--- config.mk ---
export PLATFORM = sky130hd
export DESIGN_NAME = glec_ctrl_flat
export DESIGN_NICKNAME = d
export VERILOG_FILES = /design/src/rtl/glec_pkg.sv /design/src/rtl/glec_if.sv /design/src/rtl/glec_ctrl.sv /design/src/flat_wrapper.sv
export SDC_FILE = /design/constraint.sdc
export NUM_CORES = 1
export LEC_CHECK = 0
export BUFFER_PORTS_ARGS = -buffer_cell sky130_fd_sc_hd__buf_2
export CAP_MARGIN = 20
export CELL_PAD_IN_SITES_DETAIL_PLACEMENT = 1
export CELL_PAD_IN_SITES_GLOBAL_PLACEMENT = 1
export CORE_UTILIZATION = 38
export DETAILED_ROUTE_END_ITERATION = 12
export GPL_ROUTABILITY_DRIVEN = 0
export PLACE_DENSITY = 0.95
export SKIP_LAST_GASP = 1
export SLEW_MARGIN = 20
export SYNTH_ARGS = -nofsm -noshare
export SYNTH_HDL_FRONTEND = slang
export SYNTH_SLANG_ARGS = --single-unit
--- constraint.sdc ---
create_clock -name clock -period 10 [get_ports clock]
set_clock_uncertainty 0.05 [all_clocks]
set_input_delay 1 -clock clock [delete_from_list [all_inputs] [get_ports clock]]
set_output_delay 1 -clock clock [all_outputs]
set_load 0.02 [all_outputs]
--- src/rtl/glec_pkg.sv ---
`default_nettype none
package glec_pkg;
   localparam logic [1:0] REQ_WR_MAG  = 2'd0;
   localparam logic [1:0] REQ_WR_ODD  = 2'd1;
   localparam logic [1:0] REQ_WR_EVEN = 2'd2;
   localparam logic [1:0] REQ_EVAL    = 2'd3;

   localparam logic [2:0] CSR_BORDER = 3'd0;
   localparam logic [2:0] CSR_SUM    = 3'd1;
   localparam logic [2:0] CSR_PEAK   = 3'd2;
   localparam logic [2:0] CSR_NOISE  = 3'd3;
   localparam logic [2:0] CSR_STEP   = 3'd4;
   localparam logic [2:0] CSR_WIDTH  = 3'd5;
   localparam logic [2:0] CSR_HEIGHT = 3'd6;

   localparam logic [2:0] FT_NONE     = 3'd0;
   localparam logic [2:0] FT_POS_LINE = 3'd1;
   localparam logic [2:0] FT_NEG_LINE = 3'd2;
   localparam logic [2:0] FT_POS_EDGE = 3'd3;
   localparam logic [2:0] FT_NEG_EDGE = 3'd4;

   // memory selector used by controller and datapath
   localparam logic [1:0] MEM_MAG  = 2'd0;
   localparam logic [1:0] MEM_ODD  = 2'd1;
   localparam logic [1:0] MEM_EVEN = 2'd2;

   // datapath operations
   localparam logic [3:0] OP_NONE   = 4'd0;
   localparam logic [3:0] OP_CLEAR  = 4'd1;
   localparam logic [3:0] OP_MAG    = 4'd2;
   localparam logic [3:0] OP_O0     = 4'd3;
   localparam logic [3:0] OP_OP     = 4'd4;
   localparam logic [3:0] OP_OM     = 4'd5;
   localparam logic [3:0] OP_E0     = 4'd6;
   localparam logic [3:0] OP_EP     = 4'd7;
   localparam logic [3:0] OP_EM     = 4'd8;
   localparam logic [3:0] OP_CP     = 4'd9;
   localparam logic [3:0] OP_CM     = 4'd10;

   typedef struct packed {
      logic [3:0] op;
   } cmd_type;

   typedef struct packed {
      logic [5:0]  border_margin;
      logic [26:0] sum_threshold;
      logic [22:0] peak_threshold;
      logic [22:0] noise_band;
      logic [3:0]  peak_step;
      logic [6:0]  active_width;
      logic [6:0]  active_height;
   } csr_type;
endpackage
`default_nettype wire

--- src/rtl/glec_if.sv ---
`default_nettype none
interface glec_req_if;
   logic        valid;
   logic        ready;
   logic [1:0]  req_type;
   logic [2:0]  orientation;
   logic [5:0]  row;
   logic [5:0]  col;
   logic signed [23:0] value;
   modport source (output valid, req_type, orientation, row, col, value, input ready);
   modport sink (input valid, req_type, orientation, row, col, value, output ready);
endinterface

interface glec_rsp_if;
   logic        valid;
   logic        ready;
   logic [5:0]  out_row;
   logic [5:0]  out_col;
   logic        found;
   logic [2:0]  feature_type;
   logic [2:0]  best_orientation;
   logic [22:0] response;
   modport source (output valid, out_row, out_col, found, feature_type, best_orientation,
      response, input ready);
   modport sink (input valid, out_row, out_col, found, feature_type, best_orientation,
      response, output ready);
endinterface

`default_nettype wire

--- src/rtl/glec_ctrl.sv ---
`default_nettype none
module glec_ctrl #(
   parameter int ORIENTATIONS = 8,
   parameter int IMG_WIDTH    = 64,
   parameter int IMG_HEIGHT   = 64,
   parameter int VALUE_BITS   = 24,
   parameter int OW = $clog2(ORIENTATIONS),
   parameter int RW = $clog2(IMG_HEIGHT),
   parameter int CW = $clog2(IMG_WIDTH),
   parameter int AW = OW + RW + CW
) (
   input  wire logic                  clock,
   input  wire logic                  reset,
   glec_req_if.sink                   req,
   glec_rsp_if.source                 rsp,
   input  wire glec_pkg::csr_type     csr,
   output logic                       wr_en,
   output logic [1:0]                 wr_sel,
   output logic [AW-1:0]              wr_addr,
   output logic [VALUE_BITS-1:0]      wr_data,
   output logic [1:0]                 rd_sel,
   output logic [AW-1:0]              rd_addr,
   output logic [OW-1:0]              rd_ori,
   output glec_pkg::cmd_type          cmd,
   input  wire logic [OW-1:0]         best_ori,
   input  wire logic                  thr_ok,
   input  wire logic                  found,
   input  wire logic [2:0]            ftype,
   input  wire logic [22:0]           response
);
   import glec_pkg::*;

   localparam logic [2:0] ST_IDLE = 3'd0;
   localparam logic [2:0] ST_MAG  = 3'd1;
   localparam logic [2:0] ST_GEO  = 3'd2;
   localparam logic [2:0] ST_NBR  = 3'd3;
   localparam logic [2:0] ST_DONE = 3'd4;

   localparam int SEQ = 10;

   logic [2:0] state_ff, state_in;
   logic [OW:0] cnt_ff, cnt_in;
   logic [3:0] seq_ff, seq_in;
   logic [5:0] row_ff, col_ff;
   logic signed [11:0] h, w, m, rr, cc;
   logic signed [1:0] dx, dy;
   logic signed [11:0] s, nr, nc;
   logic inner, geo_ok_ff, geo_ok_in, pass_ff, pass_in;
   logic ov_ff, ov_in;
   logic [5:0] orow_ff, ocol_ff;
   logic fnd_ff, fnd_in;
   logic [2:0] ft_ff, ft_in;
   logic [OW-1:0] bo_ff, bo_in;
   logic [22:0] rs_ff, rs_in;
   logic signed [11:0] kb, n3;

   assign h  = (csr.active_height > 7'(IMG_HEIGHT)) ? 12'(IMG_HEIGHT)
      : 12'(csr.active_height);
   assign w  = (csr.active_width > 7'(IMG_WIDTH)) ? 12'(IMG_WIDTH)
      : 12'(csr.active_width);
   assign m  = 12'(csr.border_margin);
   assign rr = 12'(row_ff);
   assign cc = 12'(col_ff);
   assign s  = 12'(csr.peak_step);
   assign inner = rr >= m && rr < h - m && cc >= m && cc < w - m;
   assign kb = 12'(best_ori);
   assign n3 = 12'(ORIENTATIONS);
   assign dx = (3 * kb <= n3) ? 2'sd1 : ((3 * kb >= 2 * n3) ? -2'sd1 : 2'sd0);
   assign dy = (6 * kb >= n3 && 6 * kb <= 5 * n3) ? 2'sd1 : 2'sd0;

   // neighbor for each sequence step: 0 center, +/-1 unit, +/-s peak
   always_comb begin
      case (seq_ff)
         4'd1, 4'd4: begin nr = rr + 12'(dy); nc = cc + 12'(dx); end
         4'd2, 4'd5: begin nr = rr - 12'(dy); nc = cc - 12'(dx); end
         4'd6: begin nr = rr + 12'(dy) * s; nc = cc + 12'(dx) * s; end
         4'd7: begin nr = rr - 12'(dy) * s; nc = cc - 12'(dx) * s; end
         default: begin nr = rr; nc = cc; end
      endcase
   end

   assign req.ready = (state_ff == ST_IDLE) && !ov_ff;
   assign rsp.valid = ov_ff;
   assign rsp.out_row = orow_ff;
   assign rsp.out_col = ocol_ff;
   assign rsp.found = fnd_ff;
   assign rsp.feature_type = ft_ff;
   assign rsp.best_orientation = 3'(bo_ff);
   assign rsp.response = rs_ff;

   assign wr_en   = req.valid && req.ready && req.req_type != REQ_EVAL
      && 32'(req.orientation) < ORIENTATIONS && 32'(req.row) < IMG_HEIGHT
      && 32'(req.col) < IMG_WIDTH;
   assign wr_sel  = req.req_type;
   assign wr_addr = {OW'(req.orientation), RW'(req.row), CW'(req.col)};
   assign wr_data = VALUE_BITS'(req.value);

   always_comb begin
      rd_sel  = MEM_MAG;
      rd_ori  = OW'(cnt_ff);
      rd_addr = {OW'(cnt_ff), RW'(row_ff), CW'(col_ff)};
      if (state_ff == ST_NBR) begin
         rd_ori  = best_ori;
         rd_addr = {best_ori, RW'(nr[5:0]), CW'(nc[5:0])};
         case (seq_ff)
            4'd0, 4'd1, 4'd2: rd_sel = MEM_ODD;
            4'd3, 4'd4, 4'd5: rd_sel = MEM_EVEN;
            default: rd_sel = MEM_MAG;
         endcase
      end
   end

   always_comb begin
      state_in = state_ff;
      cnt_in = cnt_ff;
      seq_in = seq_ff;
      geo_ok_in = geo_ok_ff;
      pass_in = pass_ff;
      ov_in = ov_ff;
      fnd_in = fnd_ff; ft_in = ft_ff; bo_in = bo_ff; rs_in = rs_ff;
      cmd.op = OP_NONE;
      if (rsp.valid && rsp.ready) ov_in = 1'b0;
      case (state_ff)
         ST_IDLE: begin
            if (req.valid && req.ready && req.req_type == REQ_EVAL) begin
               state_in = ST_MAG;
               cnt_in = '0;
               cmd.op = OP_CLEAR;
            end
         end
         ST_MAG: begin
            // read address cnt issued now; its data is accumulated in the next cycle
            if (cnt_ff != '0) cmd.op = OP_MAG;
            cnt_in = cnt_ff + 1'b1;
            if (32'(cnt_ff) == ORIENTATIONS) begin
               state_in = ST_GEO;
               cmd.op = OP_MAG;
            end
         end
         ST_GEO: begin
            seq_in = 4'd0;
            geo_ok_in = 1'b1;
            pass_in = inner && thr_ok;
            state_in = ST_NBR;
         end
         ST_NBR: begin
            if (seq_ff < 4'd8 && !(nr >= 0 && nr < h && nc >= 0 && nc < w))
               geo_ok_in = 1'b0;
            case (seq_ff)
               4'd1: cmd.op = OP_O0;
               4'd2: cmd.op = OP_OP;
               4'd3: cmd.op = OP_OM;
               4'd4: cmd.op = OP_E0;
               4'd5: cmd.op = OP_EP;
               4'd6: cmd.op = OP_EM;
               4'd7: cmd.op = OP_CP;
               4'd8: cmd.op = OP_CM;
               default: cmd.op = OP_NONE;
            endcase
            seq_in = seq_ff + 1'b1;
            if (seq_ff == 4'(SEQ - 2)) state_in = ST_DONE;
         end
         ST_DONE: begin
            if (!ov_ff) begin
               ov_in = 1'b1;
               fnd_in = 1'b0; ft_in = FT_NONE; bo_in = '0; rs_in = '0;
               if (inner) begin
                  bo_in = best_ori;
                  rs_in = response;
                  if (pass_ff && geo_ok_ff && found) begin
                     fnd_in = 1'b1;
                     ft_in = ftype;
                  end
               end
               state_in = ST_IDLE;
            end
         end
         default: state_in = ST_IDLE;
      endcase
   end

   always_ff @(posedge clock) begin
      if (reset) begin
         state_ff <= ST_IDLE;
         ov_ff <= 1'b0;
         cnt_ff <= '0;
         seq_ff <= '0;
      end else begin
         state_ff <= state_in;
         ov_ff <= ov_in;
         cnt_ff <= cnt_in;
         seq_ff <= seq_in;
      end
      geo_ok_ff <= geo_ok_in;
      pass_ff <= pass_in;
      fnd_ff <= fnd_in; ft_ff <= ft_in; bo_ff <= bo_in; rs_ff <= rs_in;
      orow_ff <= (state_ff == ST_DONE && !ov_ff) ? row_ff : orow_ff;
      ocol_ff <= (state_ff == ST_DONE && !ov_ff) ? col_ff : ocol_ff;
      if (req.valid && req.ready) begin
         row_ff <= req.row;
         col_ff <= req.col;
      end
   end
endmodule
`default_nettype wire

--- src/flat_wrapper.sv ---
// flat-port wrapper written by rule: the top's interface ports become plain ports
module glec_ctrl_flat import glec_pkg::*;
#(
   parameter int ORIENTATIONS = 8,
   parameter int IMG_WIDTH    = 64,
   parameter int IMG_HEIGHT   = 64,
   parameter int VALUE_BITS   = 24,
   parameter int OW = $clog2(ORIENTATIONS),
   parameter int RW = $clog2(IMG_HEIGHT),
   parameter int CW = $clog2(IMG_WIDTH),
   parameter int AW = OW + RW + CW
)
  (clock, reset, csr, wr_en, wr_sel, wr_addr, wr_data, rd_sel, rd_addr, rd_ori, cmd, best_ori, thr_ok, found, ftype, response, req_valid, req_req_type, req_orientation, req_row, req_col, req_value, req_ready, rsp_valid, rsp_out_row, rsp_out_col, rsp_found, rsp_feature_type, rsp_best_orientation, rsp_response, rsp_ready);
  glec_req_if req_i ();
  glec_rsp_if rsp_i ();
  input  wire logic clock;
  input  wire logic reset;
  input  wire glec_pkg::csr_type csr;
  output logic wr_en;
  output logic [1:0] wr_sel;
  output logic [AW-1:0] wr_addr;
  output logic [VALUE_BITS-1:0] wr_data;
  output logic [1:0] rd_sel;
  output logic [AW-1:0] rd_addr;
  output logic [OW-1:0] rd_ori;
  output glec_pkg::cmd_type cmd;
  input  wire logic [OW-1:0] best_ori;
  input  wire logic thr_ok;
  input  wire logic found;
  input  wire logic [2:0] ftype;
  input  wire logic [22:0] response;
  input wire logic [$bits(req_i.valid)-1:0] req_valid;
  input wire logic [$bits(req_i.req_type)-1:0] req_req_type;
  input wire logic [$bits(req_i.orientation)-1:0] req_orientation;
  input wire logic [$bits(req_i.row)-1:0] req_row;
  input wire logic [$bits(req_i.col)-1:0] req_col;
  input wire logic [$bits(req_i.value)-1:0] req_value;
  output wire logic [$bits(req_i.ready)-1:0] req_ready;
  output wire logic [$bits(rsp_i.valid)-1:0] rsp_valid;
  output wire logic [$bits(rsp_i.out_row)-1:0] rsp_out_row;
  output wire logic [$bits(rsp_i.out_col)-1:0] rsp_out_col;
  output wire logic [$bits(rsp_i.found)-1:0] rsp_found;
  output wire logic [$bits(rsp_i.feature_type)-1:0] rsp_feature_type;
  output wire logic [$bits(rsp_i.best_orientation)-1:0] rsp_best_orientation;
  output wire logic [$bits(rsp_i.response)-1:0] rsp_response;
  input wire logic [$bits(rsp_i.ready)-1:0] rsp_ready;
  assign req_i.valid = req_valid;
  assign req_i.req_type = req_req_type;
  assign req_i.orientation = req_orientation;
  assign req_i.row = req_row;
  assign req_i.col = req_col;
  assign req_i.value = req_value;
  assign req_ready = req_i.ready;
  assign rsp_valid = rsp_i.valid;
  assign rsp_out_row = rsp_i.out_row;
  assign rsp_out_col = rsp_i.out_col;
  assign rsp_found = rsp_i.found;
  assign rsp_feature_type = rsp_i.feature_type;
  assign rsp_best_orientation = rsp_i.best_orientation;
  assign rsp_response = rsp_i.response;
  assign rsp_i.ready = rsp_ready;
  glec_ctrl #(.ORIENTATIONS(ORIENTATIONS), .IMG_WIDTH(IMG_WIDTH), .IMG_HEIGHT(IMG_HEIGHT), .VALUE_BITS(VALUE_BITS), .OW(OW), .RW(RW), .CW(CW), .AW(AW)) u_core (.clock(clock), .reset(reset), .req(req_i), .rsp(rsp_i), .csr(csr), .wr_en(wr_en), .wr_sel(wr_sel), .wr_addr(wr_addr), .wr_data(wr_data), .rd_sel(rd_sel), .rd_addr(rd_addr), .rd_ori(rd_ori), .cmd(cmd), .best_ori(best_ori), .thr_ok(thr_ok), .found(found), .ftype(ftype), .response(response));
endmodule
* Word-level counts from Yosys, hierarchy flattened *
Memories as Yosys holds them, arrays and structs flattened. A register that Yosys moved wholly into a read port is not among the register bits.
Cells that the tools add are included.

storage, ports and cells
  logic and storage cells = 131
  input bits = 173
  output and inout bits = 110
  flip-flop bits (word level) = 68
  memories = 1
  memory bits (read-only) = 64

memory list
  memory            depth  width  rd ports  clocked after memory_dff  wr ports  RTL line          text
  (name not given)  16     4      1         1                         0         glec_ctrl.sv:149  case (seq_ff)

operators by class
  add/subtract/negate cells = 12
  $mul = 4
  order comparisons = 15
  reduce and logical (&&, ||, !) cells = 33
  eq/ne operators = 20
  muxes and demuxes = 31
  bitwise operators = 1

operators with widths
  cell                 number
  $pmux 12 s4          2
  $ge 32x5->1 const B  1
  $ge 32x6->1 const B  1
  $le 32x5->1 const B  1
  $le 32x7->1 const B  1
  $add 7x12->12        2
  $ge 12x1->1 const B  2
  $lt 12x8->1          2
  $lt 7x12->1          2
  $sub 12x7->12        2
  $sub 7x12->12        2
  $logic_and 1x1->1    17
  $add 7x2->8          2
  $eq 4x3->1 const B   4
  $pmux 4 s2           2
  $sub 7x2->8          2
  $mux 15              1
  $mux 3               5
  $pmux 3 s5           1
  $gt 7x7->1 const B   2
  $mul 2x5->7          2
  $mux 7               2
  $ge 6x6->1           2
  $mux 4               3
  other kinds (27)     53

* Longest topological paths before layout *
  depth in word-level cells = 15
  depth in mapped cells = 25
  depth with buffers taken out = 25

* Least setup slack after synthesis *
Ideal clock, no wire load.

  path type = input port to output port
  start = in best_ori[1]
  end = out rd_addr[5]
  arrival = 4.727 ns
  stages on the path = 19
  path slack = 4.223 ns
  data required time = 8.950 ns
  path buffers = 0
  path through = inv_1 -> fa_1 -> nor3b_1 -> o21bai_1 -> nand2_1 -> and2_1 -> ha_1 -> ha_1 -> fa_1 -> xor2_1 -> nor3_1 -> a31oi_1 -> xor2_1 -> ha_1 -> xnor2_1 -> o22ai_1 -> a211o_1 -> nand2_1 -> o21ai_1

on the way
  cells in the longest elaborated chain, start to end = 8
  elaborated cells on any way between the ends = 12
  classes of those cells = 4 x add/sub; 2 x mul; 2 x order compare; 4 x mux

ends and longest elaborated chain
  item                                                   RTL line                          text
  start, declared                                        flat_wrapper.sv:27                input wire logic [OW-1:0] best_ori;
  $mul 2x3->5 (*)                                        glec_ctrl.sv:68                   assign dx = (3 * kb <= n3) ? 2'sd1 : ((3 * kb >= 2 * n3) ? -2'sd1 : 2'sd0);
  $ge 32x6->1                                            glec_ctrl.sv:68
  $mux 2                                                 glec_ctrl.sv:68
  $mux 2 (*)                                             glec_ctrl.sv:68
  $mul 2x5->7                                            glec_ctrl.sv:76, glec_ctrl.sv:77
  $sub 7x12->12 / $add 7x12->12 (equally long branches)  glec_ctrl.sv:77, glec_ctrl.sv:76
  $pmux 12 s4 (*)                                        glec_ctrl.sv:73                   case (seq_ff)
  $mux 15 (*)                                            glec_ctrl.sv:102                  if (state_ff == ST_NBR) begin
  end, declared                                          flat_wrapper.sv:24                output logic [AW-1:0] rd_addr;

Mark *: on every way between the ends. The rest lies on a longest branch, timed or not.

* Worst setup path in the final report *
Ends and elaborated chain as after synthesis.

==> flow_summary.toml <==
[worst_setup_path]
critPathMaxFanout = 8
crit_chain = "buf_2, inv_1, fa_1, nor3b_1, o21bai_1, nand2_1, and2_1, ha_1, ha_1, fa_1, xor2_1, nor3_1, a31oi_1, xor2_1, ha_1, xnor2_1, o22ai_1, a211o_1, nand2_1, o21ai_1, buf_2"
cp_data_required_time_ns = 8.95
crit_type = "in -> out"
startpoint_type = "input pin"
crit_top_cell = "ha_1"
max_stage_delay_ns = 0.51
critPathCaptureType = "output pin"
slowest_stage = "fa_1"
crit_arrival_ns = 5.86

[layout]
synthToLayoutAreaGrowth_pct = 14.5
fill_cells = 2115
seqCellArea_um2 = 2000
layout.cells.non_filler = 1099
nets = 1145
drive_gt1_share_pct = 22.3
diodes = 0
multi_input_area_um2 = 4100

[floorplanning]
die_area_um2 = 18300
core_area_um2 = 17400
boundaryPins = 283
die_h_um = 135
die_w_um = 135
num_rows = 48
initial_core_util_pct = 39.0

[pwr]
powerDensity_nw_per_um2 = 132
p_comb_share_pct = 31.4
p_sw_share_pct = 33.4
p_int_mw = 0.680
switching_power_mw = 0.341
total_power_mw = 1.02
p_clk_share_pct = 35.2
p_seq_share_pct = 33.4
p_leak_nw = 3.67
peakVddDrop_mv = 0.0833

[place]
dpl.cell_count = 1083
port_buffers = 155
hpwl_um = 15900

[timing]
rsz0062_at_grt = "false"
fin_crit_ns = 6.91
slew_headroom_pct = 35.5
fmax_mhz = 145
hold_viol_final = 0
tns_ns = 0
setup_violations = 0
fin_crit_sh_pct = 69.1
worst_pin_slew_ns = 0.967
slew_violations = 0

[logic_synthesis]
synthesis.nets = 1046
synthCells = 770
ys.flop_type = "edfxtp_1"
synthArstFlopShare_pct = 0
avgSynthCellArea_um2 = 8.79
synth-edff-count = 56
yosysSeqAreaShare_pct = 29.6
ys.warnings.count = 0
ys_types = 68
syn-cell-area_um2 = 6770
synth_seq_cells = 72

[clocking]
clk_pin_slew_ns = 0.06
postCtsSetupBuffers = 0
ctsHoldBuffers = 0
htree_levels = 3
max-clock-path-buffers = 2
cts_resized = 0
cts_tree = "done"
clock-sinks = 72
clock_latency_ns = 0.35
cts_root_buf = "clkbuf_16"
cts_made_buffers = 9

[route]
routed_wl_um = 21100
num_vias = 6162
vias_per_cell = 5.61
first_pass_iters = 5
wl_per_cell_um = 19.2
ant_nets = 0
drc = 0
drt_iter0_drc = 348

[global_routing]
grt_max_degree = 44
grt_pass1_vias = 6330
antenna_found_initial = 0
grt_use_total_pct = 23.2
grt_pass1_wl_um = 32700
gr-total-overflow = 0

[min_path]
min_path_type = "reg -> reg"

[flow_run]
maxCapViolCount = 0

[run_status]
status = "finished clean"
-- path summary, 6_finish.rpt --
kind | endpoint | cells after the start | slack [ns] | startpoint
max | rd_addr[5] | 21 | 3.09 | best_ori[1]
min | u_core.state_ff[2] | 2 | 0.51 | u_core.state_ff[2]
max reg2reg | u_core.geo_ok_ff | 17 | 5.39 | u_core.seq_ff[2]
min reg2reg | u_core.state_ff[2] | 2 | 0.51 | u_core.state_ff[2]
-- cell usage in the layout (no fill, tap or decap), types with 5 or more instances in the layout --
cell type	netlist	final
nor2_1	51	51
o221ai_1	5	5
o21ai_0	28	28
nor3_1	14	13
edfxtp_1	56	56
inv_1	55	55
a21oi_1	50	50
a21o_1	14	14
nand3_1	9	9
a211oi_1	14	14
ha_1	94	94
a211o_1	5	5
nand2_1	78	78
o21ai_1	18	18
o21a_1	10	10
a22oi_1	5	5
nor2b_1	11	11
and3_1	35	35
xnor2_1	17	17
dfxtp_1	16	16
xor2_1	10	10
nand2b_1	9	9
buf_2	4	155
fa_1	9	9
clkbuf_16	0	9
-- cell usage after synthesis (4+ instances only) --
library cell	instances	area (um^2)
a211o_1	5	43.8
a211oi_1	14	105
a21o_1	14	105
a21oi_1	50	250
a221oi_1	4	35.0
a22oi_1	5	37.5
a31oi_1	4	25.0
and2_1	4	25.0
and3_1	35	219
buf_2	4	20.0
buf_4	45	338
clkbuf_1	21	78.8
dfxtp_1	16	320
edfxtp_1	56	1680
fa_1	9	180
ha_1	94	1180
inv_1	55	206
nand2_1	78	293
nand2b_1	9	56.3
nand3_1	9	45.0
nor2_1	51	191
nor2b_1	11	68.8
nor3_1	14	70.1
nor3b_1	4	30.0
nor4_1	5	31.3
o21a_1	10	75.1
o21ai_0	28	140
o21ai_1	18	90.1
o21bai_1	4	30.0
o221ai_1	5	43.8
o22ai_1	4	25.0
xnor2_1	17	149
xor2_1	10	87.6
-- layout make-up --
type,instances,area share [%]
clock buffer,9,2.91
sequential,72,25.8
inverter,60,2.91
multi-input combinational,567,53.0
tap,225,3.63
clock inverter,7,1.32
timing repair buffer,159,10.4
-- power groups by stage --
stage	combinational (mW)	clock (mW)	sequential, mW
4_1_cts	0.320	0.361	0.341
3_5_place_dp	0.311	0	0.347
2_1_floorplan	0.245	0	0.339
3_3_place_gp	0.292	0	0.346
5_1_grt	0.357	0.374	0.342
6_report	0.321	0.359	0.341
-- critical path, delay by kind of cell --
kind,cells,cell delay (ns)
buf+inv,3,0.50
compound gates,5,0.99
simple gates,5,0.98
fa+ha+maj,5,1.77
xor+xnor,3,0.63
-- sequential cells by signal, indices dropped and copies added, names as in the netlist, named ones only --
name and flops:
u_core.seq_ff 4, u_core.rsp.response 23, u_core.rsp.out_col 6, u_core.col_ff 6, u_core.rsp.feature_type 3, u_core.cnt_ff 4
u_core.rsp.found 1, u_core.state_ff 3, u_core.pass_ff 1, u_core.geo_ok_ff 1, u_core.rsp.best_orientation 3, u_core.row_ff 6
u_core.rsp.out_row 6, u_core.rsp.valid 1
-- kinds of logic (layout without fill, tap and decap cells) --
family / Yosys count / in the layout / share of synthesized area, %
AOI/OAI and AO/OA: 195 / 195 / 19.0
xor gates and xnor gates: 27 / 27 / 3.49
adders and majority gates: 103 / 103 / 20.0
buffers and inverters: 131 / 235 / 9.95
DFF: 72 / 72 / 29.6
muxes: 6 / 6 / 0.943
and+or+nand+nor: 236 / 236 / 17.0
-- layer usage --
layer  part of all wire, %  wire [um]  global-route usage (%)
met1                    41       8670                    27.6
met2                    50      10600                    41.2
met3                   5.8       1220                    5.35
met4                   2.6        556                    6.93
met5                     0          0                       0
-- per-stage QoR --
step / utilization, % / setup WS [ns] / hold slack, ns / instance area (um^2)
global placement: 42.7 / 3.34 / 0.423 / 7420
global route: 44.6 / 2.94 / 0.553 / 7750
finish: 44.6 / 3.09 / 0.514 / 7750
floorplan: - / 4.22 / 0.410 / 6770
CTS: 44.6 / 3.15 / 0.510 / 7750
detailed placement: 42.7 / 3.17 / 0.448 / 7420
Power figures use the tool's default switching activity.
